$ cat src/rtl/tdema_pkg.sv
`default_nettype none
// ----------------------------------------------------------------------------
// tdema_pkg
// shared widths, register indexes and reset values for the thermistor
// divider resistance filter
// ----------------------------------------------------------------------------
package tdema_pkg;

  localparam int CHANNEL_W   = 1;
  localparam int SAMPLE_W    = 12;
  localparam int REF_W       = 20;
  localparam int ALPHA_W     = 17;
  localparam int RES_W       = 40;
  localparam int AVG_W       = 41;
  localparam int FRAC_W      = 8;
  localparam int CFG_IDX_W   = 1;
  localparam int CFG_DATA_W  = 20;
  localparam int DEF_CHANNELS = 2;

  localparam int DIGIT_W     = 4;
  localparam int PROD_W      = REF_W + SAMPLE_W;
  localparam int MUL_STEPS   = SAMPLE_W / DIGIT_W;
  localparam int DIV_STEPS   = PROD_W + FRAC_W;
  localparam int APAD_W      = 20;
  localparam int EMA_STEPS   = APAD_W / DIGIT_W;
  localparam int DIFF_W      = AVG_W + 1;
  localparam int ACC_W       = DIFF_W + APAD_W;
  localparam int CNT_W       = 6;

  localparam logic [SAMPLE_W-1:0]   FULL_SCALE  = 12'd4095;
  localparam logic [ALPHA_W-1:0]    WEIGHT_ONE  = 17'd65536;
  localparam logic [REF_W-1:0]      REF_RESET   = 20'd30000;
  localparam logic [ALPHA_W-1:0]    ALPHA_RESET = 17'd6554;

  localparam logic [CFG_IDX_W-1:0]  REG_REFERENCE = 1'd0;
  localparam logic [CFG_IDX_W-1:0]  REG_SMOOTHING = 1'd1;

  typedef enum logic [4:0] {
    S_IDLE = 5'b00001,
    S_MUL  = 5'b00010,
    S_DIV  = 5'b00100,
    S_EMA  = 5'b01000,
    S_FIN  = 5'b10000
  } state_t;

endpackage
`default_nettype wire

$ cat src/rtl/tdema_in_if.sv
`default_nettype none
// ----------------------------------------------------------------------------
// tdema_in_if
// sample channel: valid/ready handshake with channel number and adc reading
// ----------------------------------------------------------------------------
interface tdema_in_if;
  logic                              valid;
  logic                              ready;
  logic [tdema_pkg::CHANNEL_W-1:0]   channel;
  logic [tdema_pkg::SAMPLE_W-1:0]    sample;

  modport source (output valid, output channel, output sample, input ready);
  modport sink   (input valid, input channel, input sample, output ready);
endinterface
`default_nettype wire

$ cat src/rtl/tdema_out_if.sv
`default_nettype none
// ----------------------------------------------------------------------------
// tdema_out_if
// result channel: valid/ready handshake with filtered resistance and flag
// ----------------------------------------------------------------------------
interface tdema_out_if;
  logic                           valid;
  logic                           ready;
  logic [tdema_pkg::RES_W-1:0]    filtered_resistance;
  logic                           updated;

  modport source (output valid, output filtered_resistance, output updated, input ready);
  modport sink   (input valid, input filtered_resistance, input updated, output ready);
endinterface
`default_nettype wire

$ cat src/rtl/thermistor_divider_ema_filter.sv
`default_nettype none
// ----------------------------------------------------------------------------
// thermistor_divider_ema_filter
// divider resistance r = ref*(4095-s)*256/s in q.8 ohms, then a per-channel
// moving average avg += (alpha*(r-avg)) >>> 16, all in 4-bit digit steps
// and a one-bit-per-cycle restoring divider
// ----------------------------------------------------------------------------
// sequence: a valid sample steps through 3 multiply digits, 40 divide
//   bits, 6 weighting steps and a finish step; a rail sample or an unused
//   channel goes straight to the finish step, which waits for a free output
// flow: a new item is taken only while the sequencer is idle; the next
//   item is taken while the previous result waits in the output register
// reset: synchronous active-low rst_n clears the averages, control and
//   restores reference_ohms 30000 and smoothing_q16 6554
// ----------------------------------------------------------------------------
module thermistor_divider_ema_filter #(
  parameter int CHANNELS = tdema_pkg::DEF_CHANNELS
) (
  input  wire                                clk,
  input  wire                                rst_n,
  input  wire                                cfg_we,
  input  wire [tdema_pkg::CFG_IDX_W-1:0]     cfg_index,
  input  wire [tdema_pkg::CFG_DATA_W-1:0]    cfg_data,
  tdema_in_if.sink                           in_port,
  tdema_out_if.source                        out_port
);

  localparam int SW = tdema_pkg::SAMPLE_W;
  localparam int RW = tdema_pkg::REF_W;
  localparam int AW = tdema_pkg::ALPHA_W;
  localparam int PW = tdema_pkg::PROD_W;
  localparam int QW = tdema_pkg::DIV_STEPS;
  localparam int DW = tdema_pkg::DIGIT_W;
  localparam int VW = tdema_pkg::AVG_W;
  localparam int FW = tdema_pkg::DIFF_W;
  localparam int CW = tdema_pkg::ACC_W;
  localparam int PDW = FW + DW + 1;
  localparam int NW = tdema_pkg::CNT_W;
  localparam int XW = tdema_pkg::APAD_W;

  tdema_pkg::state_t state_r;

  logic [RW-1:0]                   ref_r;
  logic [AW-1:0]                   alpha_r;
  logic [VW-1:0]                   store_r [CHANNELS];

  logic [tdema_pkg::CHANNEL_W-1:0] ch_r;
  logic [SW-1:0]                   s_r;
  logic [SW-1:0]                   m_r;
  logic                            upd_r;
  logic                            oob_r;
  logic [NW-1:0]                   cnt_r;
  logic [PW-1:0]                   prod_r;
  logic [QW-1:0]                   quo_r;
  logic [SW-1:0]                   rem_r;
  logic [XW-1:0]                   a_r;
  logic signed [FW-1:0]            diff_r;
  logic signed [CW-1:0]            acc_r;

  logic                            out_valid_r;
  logic [tdema_pkg::RES_W-1:0]     out_res_r;
  logic                            out_upd_r;

  logic [VW-1:0]                   old_val;
  logic                            in_take;
  logic                            in_oob;
  logic                            in_rail;
  logic [PW-1:0]                   prod_nxt;
  logic [SW:0]                     rem_sh;
  logic                            rem_ge;
  logic [AW-1:0]                   a_sat;
  logic signed [PDW-1:0]           part_d;
  logic signed [CW-1:0]            acc_nxt;
  logic signed [FW:0]              avg_sum;
  logic [VW-1:0]                   avg_val;
  logic                            out_free;
  logic                            fin_load;

  // channel average selection
  always_comb begin
    old_val = '0;
    for (int k = 0; k < CHANNELS; k++) begin
      if (32'(ch_r) == 32'(k)) begin
        old_val = store_r[k];
      end
    end
  end

  assign in_port.ready = (state_r == tdema_pkg::S_IDLE);
  assign in_take       = in_port.valid && in_port.ready;
  assign in_oob        = (32'(in_port.channel) >= 32'(CHANNELS));
  assign in_rail       = (in_port.sample == '0) || (in_port.sample == tdema_pkg::FULL_SCALE);

  // datapath steps
  assign prod_nxt = {prod_r[PW-DW-1:0], {DW{1'b0}}}
                  + ({{(PW-RW){1'b0}}, ref_r} * {{(PW-DW){1'b0}}, m_r[SW-1 -: DW]});
  assign rem_sh   = {rem_r, quo_r[QW-1]};
  assign rem_ge   = (rem_sh >= {1'b0, s_r});
  assign a_sat    = (alpha_r > tdema_pkg::WEIGHT_ONE) ? tdema_pkg::WEIGHT_ONE : alpha_r;
  assign part_d   = diff_r * $signed({1'b0, a_r[XW-1 -: DW]});
  assign acc_nxt  = (acc_r <<< DW) + {{(CW-PDW){part_d[PDW-1]}}, part_d};
  assign avg_sum  = $signed({2'b00, old_val}) + $signed(acc_r[16 +: FW+1]);
  assign avg_val  = avg_sum[VW-1:0];

  assign out_free = !out_valid_r || out_port.ready;
  assign fin_load = (state_r == tdema_pkg::S_FIN) && out_free;

  // configuration registers
  always_ff @(posedge clk) begin
    if (!rst_n) begin
      ref_r   <= tdema_pkg::REF_RESET;
      alpha_r <= tdema_pkg::ALPHA_RESET;
    end else if (cfg_we) begin
      unique case (cfg_index)
        tdema_pkg::REG_REFERENCE: ref_r   <= cfg_data[RW-1:0];
        tdema_pkg::REG_SMOOTHING: alpha_r <= cfg_data[AW-1:0];
        default: ;
      endcase
    end
  end

  // sequencer
  always_ff @(posedge clk) begin
    if (!rst_n) begin
      state_r <= tdema_pkg::S_IDLE;
      cnt_r   <= '0;
    end else begin
      unique case (state_r)
        tdema_pkg::S_IDLE: begin
          cnt_r <= '0;
          if (in_take) begin
            state_r <= (in_oob || in_rail) ? tdema_pkg::S_FIN : tdema_pkg::S_MUL;
          end
        end
        tdema_pkg::S_MUL: begin
          if (cnt_r == NW'(tdema_pkg::MUL_STEPS - 1)) begin
            cnt_r   <= '0;
            state_r <= tdema_pkg::S_DIV;
          end else begin
            cnt_r <= cnt_r + 1'b1;
          end
        end
        tdema_pkg::S_DIV: begin
          if (cnt_r == NW'(tdema_pkg::DIV_STEPS - 1)) begin
            cnt_r   <= '0;
            state_r <= tdema_pkg::S_EMA;
          end else begin
            cnt_r <= cnt_r + 1'b1;
          end
        end
        tdema_pkg::S_EMA: begin
          if (cnt_r == NW'(tdema_pkg::EMA_STEPS)) begin
            cnt_r   <= '0;
            state_r <= tdema_pkg::S_FIN;
          end else begin
            cnt_r <= cnt_r + 1'b1;
          end
        end
        tdema_pkg::S_FIN: begin
          if (out_free) begin
            state_r <= tdema_pkg::S_IDLE;
          end
        end
        default: state_r <= tdema_pkg::S_IDLE;
      endcase
    end
  end

  // working registers
  always_ff @(posedge clk) begin
    if (in_take) begin
      ch_r   <= in_port.channel;
      s_r    <= in_port.sample;
      m_r    <= tdema_pkg::FULL_SCALE - in_port.sample;
      upd_r  <= !in_oob && !in_rail;
      oob_r  <= in_oob;
      prod_r <= '0;
    end
    if (state_r == tdema_pkg::S_MUL) begin
      prod_r <= prod_nxt;
      m_r    <= {m_r[SW-DW-1:0], {DW{1'b0}}};
      if (cnt_r == NW'(tdema_pkg::MUL_STEPS - 1)) begin
        quo_r <= {prod_nxt, {tdema_pkg::FRAC_W{1'b0}}};
        rem_r <= '0;
      end
    end
    if (state_r == tdema_pkg::S_DIV) begin
      rem_r <= rem_ge ? SW'(rem_sh - {1'b0, s_r}) : rem_sh[SW-1:0];
      quo_r <= {quo_r[QW-2:0], rem_ge};
    end
    if (state_r == tdema_pkg::S_EMA) begin
      if (cnt_r == '0) begin
        diff_r <= $signed({2'b00, quo_r}) - $signed({1'b0, old_val});
        a_r    <= {{(XW-AW){1'b0}}, a_sat};
        acc_r  <= '0;
      end else begin
        acc_r <= acc_nxt;
        a_r   <= {a_r[XW-DW-1:0], {DW{1'b0}}};
      end
    end
  end

  // channel averages
  always_ff @(posedge clk) begin
    if (!rst_n) begin
      for (int k = 0; k < CHANNELS; k++) begin
        store_r[k] <= '0;
      end
    end else if (fin_load && upd_r) begin
      for (int k = 0; k < CHANNELS; k++) begin
        if (32'(ch_r) == 32'(k)) begin
          store_r[k] <= avg_val;
        end
      end
    end
  end

  // output register
  always_ff @(posedge clk) begin
    if (!rst_n) begin
      out_valid_r <= 1'b0;
    end else if (fin_load) begin
      out_valid_r <= 1'b1;
    end else if (out_port.ready) begin
      out_valid_r <= 1'b0;
    end
  end

  always_ff @(posedge clk) begin
    if (fin_load) begin
      out_upd_r <= upd_r;
      if (upd_r) begin
        out_res_r <= avg_val[tdema_pkg::RES_W-1:0];
      end else if (oob_r) begin
        out_res_r <= '0;
      end else begin
        out_res_r <= old_val[tdema_pkg::RES_W-1:0];
      end
    end
  end

  assign out_port.valid               = out_valid_r;
  assign out_port.filtered_resistance = out_res_r;
  assign out_port.updated             = out_upd_r;

  // checks
  a_out_from_fin: assert property (@(posedge clk) disable iff (!rst_n)
    $rose(out_valid_r) |-> $past(state_r == tdema_pkg::S_FIN))
    else $error("result raised outside finish step");

  a_rem_below_div: assert property (@(posedge clk) disable iff (!rst_n)
    (state_r == tdema_pkg::S_DIV) |-> (rem_r < s_r))
    else $error("divider remainder not below divisor");

  a_take_busy: assert property (@(posedge clk) disable iff (!rst_n)
    in_take |=> (state_r != tdema_pkg::S_IDLE))
    else $error("item taken but sequencer stayed idle");

  a_avg_range: assert property (@(posedge clk) disable iff (!rst_n)
    (fin_load && upd_r) |-> !avg_val[VW-1])
    else $error("average exceeds resistance range");

endmodule
`default_nettype wire

$ cat src/flat_wrapper.sv
// flat-port wrapper written by rule: the top's interface ports become plain ports
module thermistor_divider_ema_filter_flat 
#(
  parameter int CHANNELS = tdema_pkg::DEF_CHANNELS
)
  (clk, rst_n, cfg_we, cfg_index, cfg_data, in_port_valid, in_port_channel, in_port_sample, in_port_ready, out_port_valid, out_port_filtered_resistance, out_port_updated, out_port_ready);
  tdema_in_if in_port_i ();
  tdema_out_if out_port_i ();
  input  wire clk;
  input  wire rst_n;
  input  wire cfg_we;
  input  wire [tdema_pkg::CFG_IDX_W-1:0] cfg_index;
  input  wire [tdema_pkg::CFG_DATA_W-1:0] cfg_data;
  input wire logic [$bits(in_port_i.valid)-1:0] in_port_valid;
  input wire logic [$bits(in_port_i.channel)-1:0] in_port_channel;
  input wire logic [$bits(in_port_i.sample)-1:0] in_port_sample;
  output wire logic [$bits(in_port_i.ready)-1:0] in_port_ready;
  output wire logic [$bits(out_port_i.valid)-1:0] out_port_valid;
  output wire logic [$bits(out_port_i.filtered_resistance)-1:0] out_port_filtered_resistance;
  output wire logic [$bits(out_port_i.updated)-1:0] out_port_updated;
  input wire logic [$bits(out_port_i.ready)-1:0] out_port_ready;
  assign in_port_i.valid = in_port_valid;
  assign in_port_i.channel = in_port_channel;
  assign in_port_i.sample = in_port_sample;
  assign in_port_ready = in_port_i.ready;
  assign out_port_valid = out_port_i.valid;
  assign out_port_filtered_resistance = out_port_i.filtered_resistance;
  assign out_port_updated = out_port_i.updated;
  assign out_port_i.ready = out_port_ready;
  thermistor_divider_ema_filter #(.CHANNELS(CHANNELS)) u_core (.clk(clk), .rst_n(rst_n), .cfg_we(cfg_we), .cfg_index(cfg_index), .cfg_data(cfg_data), .in_port(in_port_i), .out_port(out_port_i));
endmodule
$ cat config.mk
export PLATFORM = sky130hd
export DESIGN_NAME = thermistor_divider_ema_filter_flat
export DESIGN_NICKNAME = d
export VERILOG_FILES = /design/src/rtl/tdema_pkg.sv /design/src/rtl/tdema_in_if.sv /design/src/rtl/tdema_out_if.sv /design/src/rtl/thermistor_divider_ema_filter.sv /design/src/flat_wrapper.sv
export SDC_FILE = /design/constraint.sdc
export NUM_CORES = 1
export LEC_CHECK = 0
export BUFFER_PORTS_ARGS = -buffer_cell sky130_fd_sc_hd__buf_4
export CAP_MARGIN = 20
export CORE_ASPECT_RATIO = 0.7
export CORE_MARGIN = 2
export CORE_UTILIZATION = 55
export CTS_CLUSTER_SIZE = 40
export DETAILED_ROUTE_END_ITERATION = 12
export MAX_ROUTING_LAYER = met4
export PLACE_DENSITY = 0.79
export SETUP_SLACK_MARGIN = 0.5
export SLEW_MARGIN = 20
export SYNTH_ARGS = -nofsm -noshare
export SYNTH_HDL_FRONTEND = slang
export SYNTH_SLANG_ARGS = --single-unit
$ cat constraint.sdc
create_clock -name clk -period 9.5 [get_ports clk]
set_input_delay 1.9 -clock clk [delete_from_list [all_inputs] [get_ports clk]]
set_output_delay 1.9 -clock clk [all_outputs]
set_load 0.02 [all_outputs]
==> impl_metrics.ini, run 1 <==
[floorplanning]
die_area_mm2 = 0.0607
rows = 74
start_util = 0.555
die_x_um = 294
ios = 82
core_area_mm2 = 0.0582
chipHeight_um = 207

[setup_path]
cpMaxStageDelayCell = edfxtp_1
cp_top_family = compound AO/OA/AOI/OAI gates
critical_path_buf_inv_count = 2
critical_path.max_stage_delay_ns = 0.95
start_kind = flop
cp-end-kind = flop
worstPathArrival_ns = 8.45
r2r-start = u_core.a_r[19]$_SDFFCE_PN0N_
reg2reg_slack_ns = 1.42
rr_worst_depth = 24
r2r-end = u_core.acc_r[55]$_SDFFCE_PN0N_
path_class = flop to flop
cp_max_fo = 29
cp_cell_sequence = and2_1 > ha_1 > fa_1 > inv_1 > fa_1 > inv_1 > ha_1 > o21ai_1 > nor3_1 > nand4_1 > a21oi_1 > a31oi_2 > o21ai_2 > a21oi_2 > xnor2_1 > ha_1 > a21o_1 > a21o_1 > a21oi_1 > o22ai_1 > a211oi_2 > nor2_1 > a311o_1 > or3b_1
cp_data_required_time_ns = 9.87
crit_top_cell = ha_1

[global_routing]
grt_first_pass_wirelength_um = 131000
grt_max_degree = 71
grtUsageMet2 = 0.404
grt_antenna_before_repair = 2
grt_pass1_vias = 24000
grtUsageTotal = 0.283
grt_util_met3 = 0.0403
grt-ovfl-total = 0
grtUsageMet1 = 0.424
grt-busiest-layer = met1

[synthesis]
synth_nets = 3879
synth.most_common_cell = nand2_1
ys_seq_area_frac = 0.353
ys.flop_type = edfxtp_1
synth.distinct_cells = 100
avgSynthCellArea_um2 = 9.44
synth_async_sr_flop_share = 0
yosys-top-cells-area = edfxtp_1 32%, ha_1 11%, fa_1 8.9%
synth.largest_area_cell = edfxtp_1
syn_area_mm2 = 0.0323
ys.warnings.count = 0
synth_top_area_share = 0.320
ys_top_cells_by_count = 373 x nand2_1, 344 x edfxtp_1, 326 x inv_1
ys_seq_elements = 397
synth_edf_count = 344
syn_inst = 3421

[worst_hold_path]
whs_path_depth = 2
whs_endpoint = u_core.alpha_r[1]$_SDFFE_PN1P_
hp-start = u_core.alpha_r[1]$_SDFFE_PN1P_
hold_class = flop to flop

[layout]
drive_gt1_frac = 0.0750
area_growth_pct = 8.58
filler_cell_count = 4840
regArea_mm2 = 0.0114
stdcell_count = 4242
nNetsFinal = 3904
multi_input_area_mm2 = 0.0192

[place]
port_buffers = 81
dpl.hpwl_um = 62100
gp_routability_congestion = 0.980
dp.cells = 4162
dp_slack_ns = 1.61

[clock_network]
cts_resized = 0
cts_tree = built
clk_path_buf_depth = 3
cts_num_sinks = 397
clockRootBuffer = clkbuf_16
cts_max_level = 2
post_cts_buffers = 0
insertion_delay_ns = 0.63
cts_buffers = 42
path_clk_slew_ns = 0.07
cts_hold_buffers = 0

[timing]
finalSetupViolations = 0
finalHoldViolations = 0
finalCritPeriodShare = 0.851
max_slew.worst_pin.slew_ns = 1.11
final.setup.tns_ns = 0
setup_ws_ns = 1.42
rsz0062_at_grt = false
drv_slew = 0
whs_ns = 0.492
skew_ns = 0.0558
max_freq_mhz = 124
period_needed_ns = 8.08
slew-limit-headroom = 0.258

[pwr]
max-vdd-ir-drop_v = 0.000167
leakage_nw = 15.3
p_per_area_mw_per_mm2 = 146

[drt]
drt_iter0_drc = 2417
post-route-drc-count = 0
avgViaCountPerCell = 5.91
finalWirelength_um = 82200
num_vias = 25100
wire_per_inst_um = 19.4
final_antenna_net_count = 0
drtPass1Iterations = 5

[run_status]
status = completed

[flow_run]
maxCapViolCount = 0
## registers in the layout (all words and copies together) (netlist names), 12 cells and up
| register | count |
|---|---|
| u_core.quo_r | 40 |
| u_core.alpha_r | 17 |
| u_core.diff_r | 42 |
| u_core.a_r | 20 |
| u_core.rem_r | 12 |
| u_core.out_port.filtered_resistance | 40 |
| u_core.store_r | 82 |
| u_core.acc_r | 57 |
| u_core.prod_r | 28 |
| u_core.s_r | 12 |
| u_core.ref_r | 20 |
| u_core.m_r | 12 |
## area by class of cell
type / count / share of cell area
clock inverter: 29 / 0.0132
antenna: 2 / 0.000143
inverter: 327 / 0.0350
tap: 760 / 0.0271
clock buffer: 49 / 0.0313
sequential: 397 / 0.325
timing repair buffer: 103 / 0.0220
multi-input combinational: 2575 / 0.547
## per-stage QoR
stage	util	power [W]	area, µm²
6_report	0.602	0.00513	35100
5_1_grt	0.602	0.00537	35100
4_1_cts	0.602	0.00514	35100
3_5_place_dp	0.576	0.00326	33500
3_3_place_gp	0.576	0.00324	33500
2_1_floorplan	-	0.00296	32300
## cells in the final DEF, fill, tap and decap left out, types with 27 or more instances in the layout
cell type  synthesis  final
xnor2_1          108    108
nand4_1           34     34
mux2_2            28     28
inv_1            326    325
o21bai_1          32     32
and2_1           186    185
nor2b_1           36     36
nand3_1           70     69
fa_1             144    144
a21oi_1          231    231
nand2b_1          27     27
a21boi_0          31     31
dfxtp_1           53     53
o21ai_0          150    149
o21a_1            36     36
xor2_1            79     79
a21o_1           109    109
clkbuf_16          0     43
and3_1            29     28
edfxtp_1         344    344
nor3_1            46     46
nand2_1          373    371
buf_4              0    103
nor2_1           255    253
ha_1             275    275
## routing by layer
metal	part of all wire	up-vias	wire length, µm
li1	-	12000	-
met4	0.022	0	1790
met5	0	-	0
met3	0.074	120	6100
met1	0.49	12000	40300
met2	0.41	897	34000
## cells by family after synthesis
logic type                 count (synthesis)  share of synthesized area
and+or+nand+nor                         1138                      0.171
AOI/OAI and AO/OA                        778                      0.157
buffers and inverters                    449                     0.0552
adders and majority gates                419                      0.196
DFF                                      397                      0.353
xor gates and xnor gates                 188                     0.0514
muxes                                     52                     0.0172
## worst min-delay path: cells and delay by family (launching register included)
family | cells | cell delay, ns
flip-flops | 1 | 0.32
AND/OR/NAND/NOR | 2 | 0.13
## power by group
part           leakage, nW  total [W]  internal, W  switching, W
Sequential            3.66    0.00204      0.00199     0.0000470
Combinational         10.9    0.00122     0.000467      0.000749
Clock                0.745    0.00188      0.00109      0.000782
Total                 15.3    0.00513      0.00356       0.00158
## how the worst max path moves through the flow
| stage | startpoint | cells after the start | end |
|---|---|---|---|
| floorplan | out_port_ready | 5 | u_core.store_r[0][0]$_DFFE_PP_ |
| global placement | u_core.a_r[19]$_SDFFCE_PN0N_ | 24 | u_core.acc_r[55]$_SDFFCE_PN0N_ |
| detailed placement | u_core.a_r[19]$_SDFFCE_PN0N_ | 24 | u_core.acc_r[55]$_SDFFCE_PN0N_ |
| CTS | u_core.a_r[19]$_SDFFCE_PN0N_ | 24 | u_core.acc_r[55]$_SDFFCE_PN0N_ |
| global route | u_core.a_r[19]$_SDFFCE_PN0N_ | 24 | u_core.acc_r[55]$_SDFFCE_PN0N_ |
| finish | u_core.a_r[19]$_SDFFCE_PN0N_ | 24 | u_core.acc_r[55]$_SDFFCE_PN0N_ |
No activity file was read; power rests on OpenSTA's default activity.
==> run 2: changes to the inputs <==
--- a/config.mk
+++ b/config.mk
@@ -13,7 +13,7 @@
 export CTS_CLUSTER_SIZE = 40
 export DETAILED_ROUTE_END_ITERATION = 12
 export MAX_ROUTING_LAYER = met4
-export PLACE_DENSITY = 0.79
+export PLACE_DENSITY = 0.82
 export SETUP_SLACK_MARGIN = 0.5
 export SLEW_MARGIN = 20
 export SYNTH_ARGS = -nofsm -noshare
==> run 2 against run 1 <==
Register-to-register slack worse by 0.03 ns. Final area down 0.24%. Clock power fell by 6%. Critical path depth increased by 1. Flip-flop and latch count unchanged. Die area did not move. Global-route usage shrank 0.25 points. Cell count is the same. Critical path type unchanged. Critical endpoint unchanged. Largest cell class unchanged.
==> impl_metrics.ini, run 2 (synthesized netlist as in run 1, its figures left out) <==
[setup_path]
cp.depth = 25
crit_end = u_core.acc_r[55]$_SDFFCE_PN0N_
cp_max_fo = 24
r2r-end = u_core.acc_r[55]$_SDFFCE_PN0N_
cpMaxStageDelayCell = xnor2_1
r2r-start = u_core.a_r[18]$_SDFFCE_PN0N_
critical_path_buf_inv_count = 3
critical_path.max_stage_delay_ns = 0.88
worstPathArrival_ns = 8.46
cp-end-kind = flop
start_kind = flop
rr_worst_depth = 25
crit_top_cell = ha_1
reg2reg_slack_ns = 1.38
cp_top_family = compound AO/OA/AOI/OAI gates
path_class = flop to flop
cp-startpoint = u_core.a_r[18]$_SDFFCE_PN0N_
cp_data_required_time_ns = 9.85

[timing]
finalSetupViolations = 0
slew-limit-headroom = 0.281
finalHoldViolations = 0
max_freq_mhz = 123
max_slew.worst_pin.slew_ns = 1.07
period_needed_ns = 8.12
drv_slew = 0
skew_ns = 0.0462
final.setup.tns_ns = 0
rsz0062_at_grt = false
finalCritPeriodShare = 0.854

[clock_network]
cts_num_sinks = 397
cts_hold_buffers = 0
insertion_delay_ns = 0.62
cts_tree = built
cts_buffers = 43
cts_max_level = 2
cts_resized = 0
clk_path_buf_depth = 3
path_clk_slew_ns = 0.07
clockRootBuffer = clkbuf_16
post_cts_buffers = 0

[drt]
drt_iter0_drc = 2601
final_antenna_net_count = 0
drtPass1Iterations = 7
post-route-drc-count = 0
wire_per_inst_um = 19.3
num_vias = 25300
avgViaCountPerCell = 5.96
finalWirelength_um = 81700

[place]
port_buffers = 81
gp_routability_congestion = 0.974
placed_cell_area_mm2 = 0.0335
dp.cells = 4161
dpl.hpwl_um = 62300

[floorplanning]
ios = 82
die_area_mm2 = 0.0607
core_area_mm2 = 0.0582
start_util = 0.555
die_x_um = 294
chipHeight_um = 207
rows = 74

[layout]
largest_reg_flops = 82
drive_gt1_frac = 0.0741
area_growth_pct = 8.32
final_area_mm2 = 0.0350
final_cell_mix = 371 x nand2_1, 344 x edfxtp_1, 325 x inv_1
nNetsFinal = 3904
stdcell_count = 4242
regMostFlops = u_core.store_r
reg_top3 = u_core.store_r: 82 flops, u_core.acc_r: 57 flops, u_core.diff_r: 42 flops
final_common_cell = nand2_1

[pwr]
leakage_nw = 15.2
max-vdd-ir-drop_v = 0.000158
p_per_area_mw_per_mm2 = 143
power_w = 0.00502

[worst_hold_path]
hold_class = flop to flop
hp-start = u_core.alpha_r[0]$_SDFFE_PN0P_
whs_path_depth = 2

[global_routing]
grt_antenna_before_repair = 1
grt_max_degree = 79
grtUsageTotal = 0.281
grt_first_pass_wirelength_um = 131000
grt-ovfl-total = 0
grt_pass1_vias = 24000

[flow_run]
maxCapViolCount = 0

[run_status]
status = completed
==> run 2: how the worst min path moves through the flow <==
stage | end | slack (ns)
finish | u_core.alpha_r[0]$_SDFFE_PN0P_ | 0.49
global route | u_core.m_r[1]$_SDFFE_PP0P_ | 0.51
CTS | u_core.m_r[2]$_SDFFE_PP0P_ | 0.49
detailed placement | u_core.m_r[2]$_SDFFE_PP0P_ | 0.48
global placement | u_core.alpha_r[0]$_SDFFE_PN0P_ | 0.47
floorplan | u_core.alpha_r[2]$_SDFFE_PN0P_ | 0.45
==> run 2: layout make-up <==
type                    instances  area, µm²
fillers                      4805      23200
multi-input cells            2575      19200
flip-flops and latches        397      11400
clock inverters                24        272
clock buffers                  55       1180
inverters                     327       1230
diodes                          2       5.00
repair buffers                102        786
well taps                     760        951
==> run 2: routing by layer <==
layer / up-vias / track usage / wire length, µm
li1: 12000 / - / -
met1: 12200 / 0.409 / 38600
met2: 974 / 0.399 / 34100
met3: 107 / 0.0528 / 6970
met4: 0 / 0.0789 / 2060
met5: - / - / 0
==> run 2: worst register-to-register path, cell delays in order (launching register included) <==
cell and delay, ns:
edfxtp_1 0.69, buf_4 0.34, and2_1 0.17, ha_1 0.25, fa_1 0.55, inv_1 0.06
fa_1 0.53, inv_1 0.05, ha_1 0.35, o21ai_1 0.14, nor3_1 0.35, nand4_1 0.18
a21oi_1 0.29, a31oi_2 0.23, o21ai_2 0.39, a21oi_2 0.17, xnor2_1 0.88, ha_1 0.48
a21o_1 0.19, a21o_1 0.18, a21oi_1 0.24, o22ai_1 0.17, a211oi_2 0.25, nor2_1 0.08
a311o_1 0.31, or3b_1 0.36
==> run 2: stage by stage <==
step | utilization | setup slack [ns] | hold slack [ns]
2_1_floorplan | - | 2.45 | 0.452
3_3_place_gp | 0.575 | 1.77 | 0.469
3_5_place_dp | 0.576 | 1.56 | 0.483
4_1_cts | 0.601 | 1.51 | 0.492
5_1_grt | 0.601 | 0.992 | 0.506
6_report | 0.601 | 1.38 | 0.492
==> run 2: power by group <==
part / internal [W] / switching (W) / total [W]
logic: 0.000468 / 0.000749 / 0.00122
clock network: 0.000982 / 0.000781 / 0.00176
registers: 0.00199 / 0.0000477 / 0.00204
==> run 3: changes to the inputs <==
--- a/config.mk
+++ b/config.mk
@@ -5,6 +5,7 @@
 export SDC_FILE = /design/constraint.sdc
 export NUM_CORES = 1
 export LEC_CHECK = 0
+export ABC_AREA = 1
 export BUFFER_PORTS_ARGS = -buffer_cell sky130_fd_sc_hd__buf_4
 export CAP_MARGIN = 20
 export CORE_ASPECT_RATIO = 0.7
@@ -13,7 +14,7 @@
 export CTS_CLUSTER_SIZE = 40
 export DETAILED_ROUTE_END_ITERATION = 12
 export MAX_ROUTING_LAYER = met4
-export PLACE_DENSITY = 0.82
+export PLACE_DENSITY = 0.81
 export SETUP_SLACK_MARGIN = 0.5
 export SLEW_MARGIN = 20
 export SYNTH_ARGS = -nofsm -noshare
==> run 3 against run 2 <==
Fmax is 25% higher. Sequential share of layout area fell by 2.5 points. Largest cell class unchanged. Die area is 8.2% higher. Utilization about the same. Critical path type unchanged.
==> impl_metrics.ini, run 3 <==
[layout]
final_common_cell = nand2_1
regMostFlops = u_core.store_r
final_cell_mix = 1,056 x nand2_1, 815 x inv_1, 466 x nor2_1
drive_gt1_frac = 0.0734
largest_reg_flops = 82
area_growth_pct = 8.18
final_area_mm2 = 0.0379
nNetsFinal = 5113
diodes = 0
reg_top3 = u_core.store_r: 82 flops, u_core.acc_r: 57 flops, u_core.diff_r: 42 flops

[drt]
post-route-drc-count = 0
avgViaCountPerCell = 5.65
wire_per_inst_um = 19.2
num_vias = 31200
finalWirelength_um = 106000
drtPass1Iterations = 8
final_antenna_net_count = 0
drt_iter0_drc = 4029

[worst_hold_path]
hold_class = flop to flop

[clock_network]
path_clk_slew_ns = 0.07
cts_buffers = 43
clockRootBuffer = clkbuf_16
cts_max_level = 2
cts_num_sinks = 397
cts_tree = built
cts_hold_buffers = 0
clk_path_buf_depth = 3
post_cts_buffers = 0
insertion_delay_ns = 0.63
cts_resized = 0

[synthesis]
avgSynthCellArea_um2 = 7.62
synth_async_sr_flop_share = 0
ys_seq_elements = 397
synth.largest_area_cell = edfxtp_1
ys_seq_area_frac = 0.325
synth_nets = 5050
syn_inst = 4592
ys_top_cells_by_count = 1,057 x nand2_1, 816 x inv_1, 467 x nor2_1
ys.flop_type = edfxtp_1
syn_area_mm2 = 0.0350
synth.distinct_cells = 63
synth_edf_count = 344
ys.warnings.count = 0
yosys-top-cells-area = edfxtp_1 30%, nand2_1 11%, ha_1 9.8%
synth_top_area_share = 0.295
synth.most_common_cell = nand2_1

[setup_path]
cpMaxStageDelayCell = o21ai_0
critical_path_buf_inv_count = 7
worstPathArrival_ns = 6.93
reg2reg_slack_ns = 3.01
start_kind = flop
cp_data_required_time_ns = 9.94
cp_top_family = adder cells
cp-end-kind = flop
path_class = flop to flop
critical_path.max_stage_delay_ns = 0.65
crit_top_cell = inv_1
cp_max_fo = 42

[timing]
final.setup.tns_ns = 0
slew-limit-headroom = 0.411
max_slew.worst_pin.slew_ns = 0.881
drv_slew = 0
max_freq_mhz = 154
rsz0062_at_grt = false
skew_ns = 0.0383
finalSetupViolations = 0
finalHoldViolations = 0
period_needed_ns = 6.49
finalCritPeriodShare = 0.683

[floorplanning]
start_util = 0.555
chipHeight_um = 215
rows = 77
ios = 82
core_area_mm2 = 0.0630
die_x_um = 306
die_area_mm2 = 0.0657

[pwr]
leakage_nw = 17.9
power_w = 0.00664
max-vdd-ir-drop_v = 0.000252
p_per_area_mw_per_mm2 = 175

[global_routing]
grt_first_pass_wirelength_um = 165000
grt-ovfl-total = 0
grtUsageTotal = 0.333
grt_antenna_before_repair = 3
grt_pass1_vias = 29200
grt_max_degree = 66

[place]
port_buffers = 81
gp_routability_congestion = 1.07
placed_cell_area_mm2 = 0.0365
dpl.hpwl_um = 86000

[run_status]
status = completed

[flow_run]
maxCapViolCount = 0
==> run 3: changes by cell type after synthesis, moves of 93 or more <==
cell / before / now
nor2_1: 255 / 467
o21ai_0: 150 / 310
and2_1: 186 / 2
a21oi_1: 231 / 324
inv_1: 326 / 816
nand2_1: 373 / 1057
==> run 3: worst paths after layout <==
path                                                      from                              to  depth (start not counted)
worst max register to register    u_core.a_r[18]$_SDFFCE_PN0N_  u_core.acc_r[54]$_SDFFCE_PN0N_                         27
worst min register to register  u_core.alpha_r[6]$_SDFFE_PN0P_  u_core.alpha_r[6]$_SDFFE_PN0P_                          2
worst max-delay path              u_core.a_r[18]$_SDFFCE_PN0N_  u_core.acc_r[54]$_SDFFCE_PN0N_                         27
worst min-delay path            u_core.alpha_r[6]$_SDFFE_PN0P_  u_core.alpha_r[6]$_SDFFE_PN0P_                          2
==> run 3: cells by family (layout without fill, tap and decap cells) <==
logic type,after synthesis,count (layout),synth area share
adders and majority gates,419,419,0.181
AOI/OAI and AO/OA,846,846,0.135
buffers and inverters,919,1015,0.0995
DFF,397,397,0.325
xor gates and xnor gates,138,138,0.0345
and+or+nand+nor,1872,1872,0.224
muxes,1,1,0.000286
==> run 3: metal layers <==
| layer | GRT usage | wire length, µm |
|---|---|---|
| met1 | 0.511 | 49200 |
| met2 | 0.448 | 41700 |
| met3 | 0.0601 | 12100 |
| met4 | 0.0857 | 2830 |
| met5 | - | 0 |
==> run 3: stage by stage <==
stage / setup slack [ns] / utilization / hold WS (ns) / instances
finish: 3.01 / 0.601 / 0.483 / 5517
global placement: 3.35 / 0.579 / 0.469 / 5438
floorplan: 2.05 / - / 0.444 / 4592
detailed placement: 3.35 / 0.580 / 0.472 / 5439
global route: 2.74 / 0.601 / 0.504 / 5517
CTS: 3.32 / 0.601 / 0.480 / 5517
==> run 3: layout make-up <==
cell class              instances  area [µm²]
clock buffers                  51        1150
clock inverters                27         200
fillers                      5761       25100
inverters                     836        3140
multi-input cells            3276       20200
flip-flops and latches        397       11400
well taps                     829        1040
repair buffers                101         778
==> run 3: worst register-to-register path: stages, from the launching register on <==
cell,delay [ns]
edfxtp_1,0.33
buf_4,0.41
nand2_1,0.10
inv_1,0.07
ha_1,0.25
fa_1,0.55
inv_1,0.06
fa_1,0.54
inv_1,0.04
ha_1,0.35
a21oi_1,0.11
o21ai_0,0.65
inv_1,0.09
o221ai_1,0.47
a21oi_1,0.12
nand3_1,0.25
xor2_1,0.17
ha_1,0.43
nand2_1,0.13
nor2_1,0.11
inv_1,0.08
nor2_1,0.12
inv_1,0.09
nor4_1,0.33
nand2_1,0.10
nand3b_1,0.10
nand2_1,0.05
nor2_1,0.23
==> run 3: where the power goes <==
| part | total (W) | internal (W) | switching (W) | leakage [nW] |
|---|---|---|---|---|
| registers | 0.00223 | 0.00214 | 0.0000839 | 3.70 |
| logic | 0.00275 | 0.000870 | 0.00188 | 13.6 |
| clock network | 0.00167 | 0.000879 | 0.000790 | 0.657 |
| total | 0.00664 | 0.00389 | 0.00275 | 17.9 |
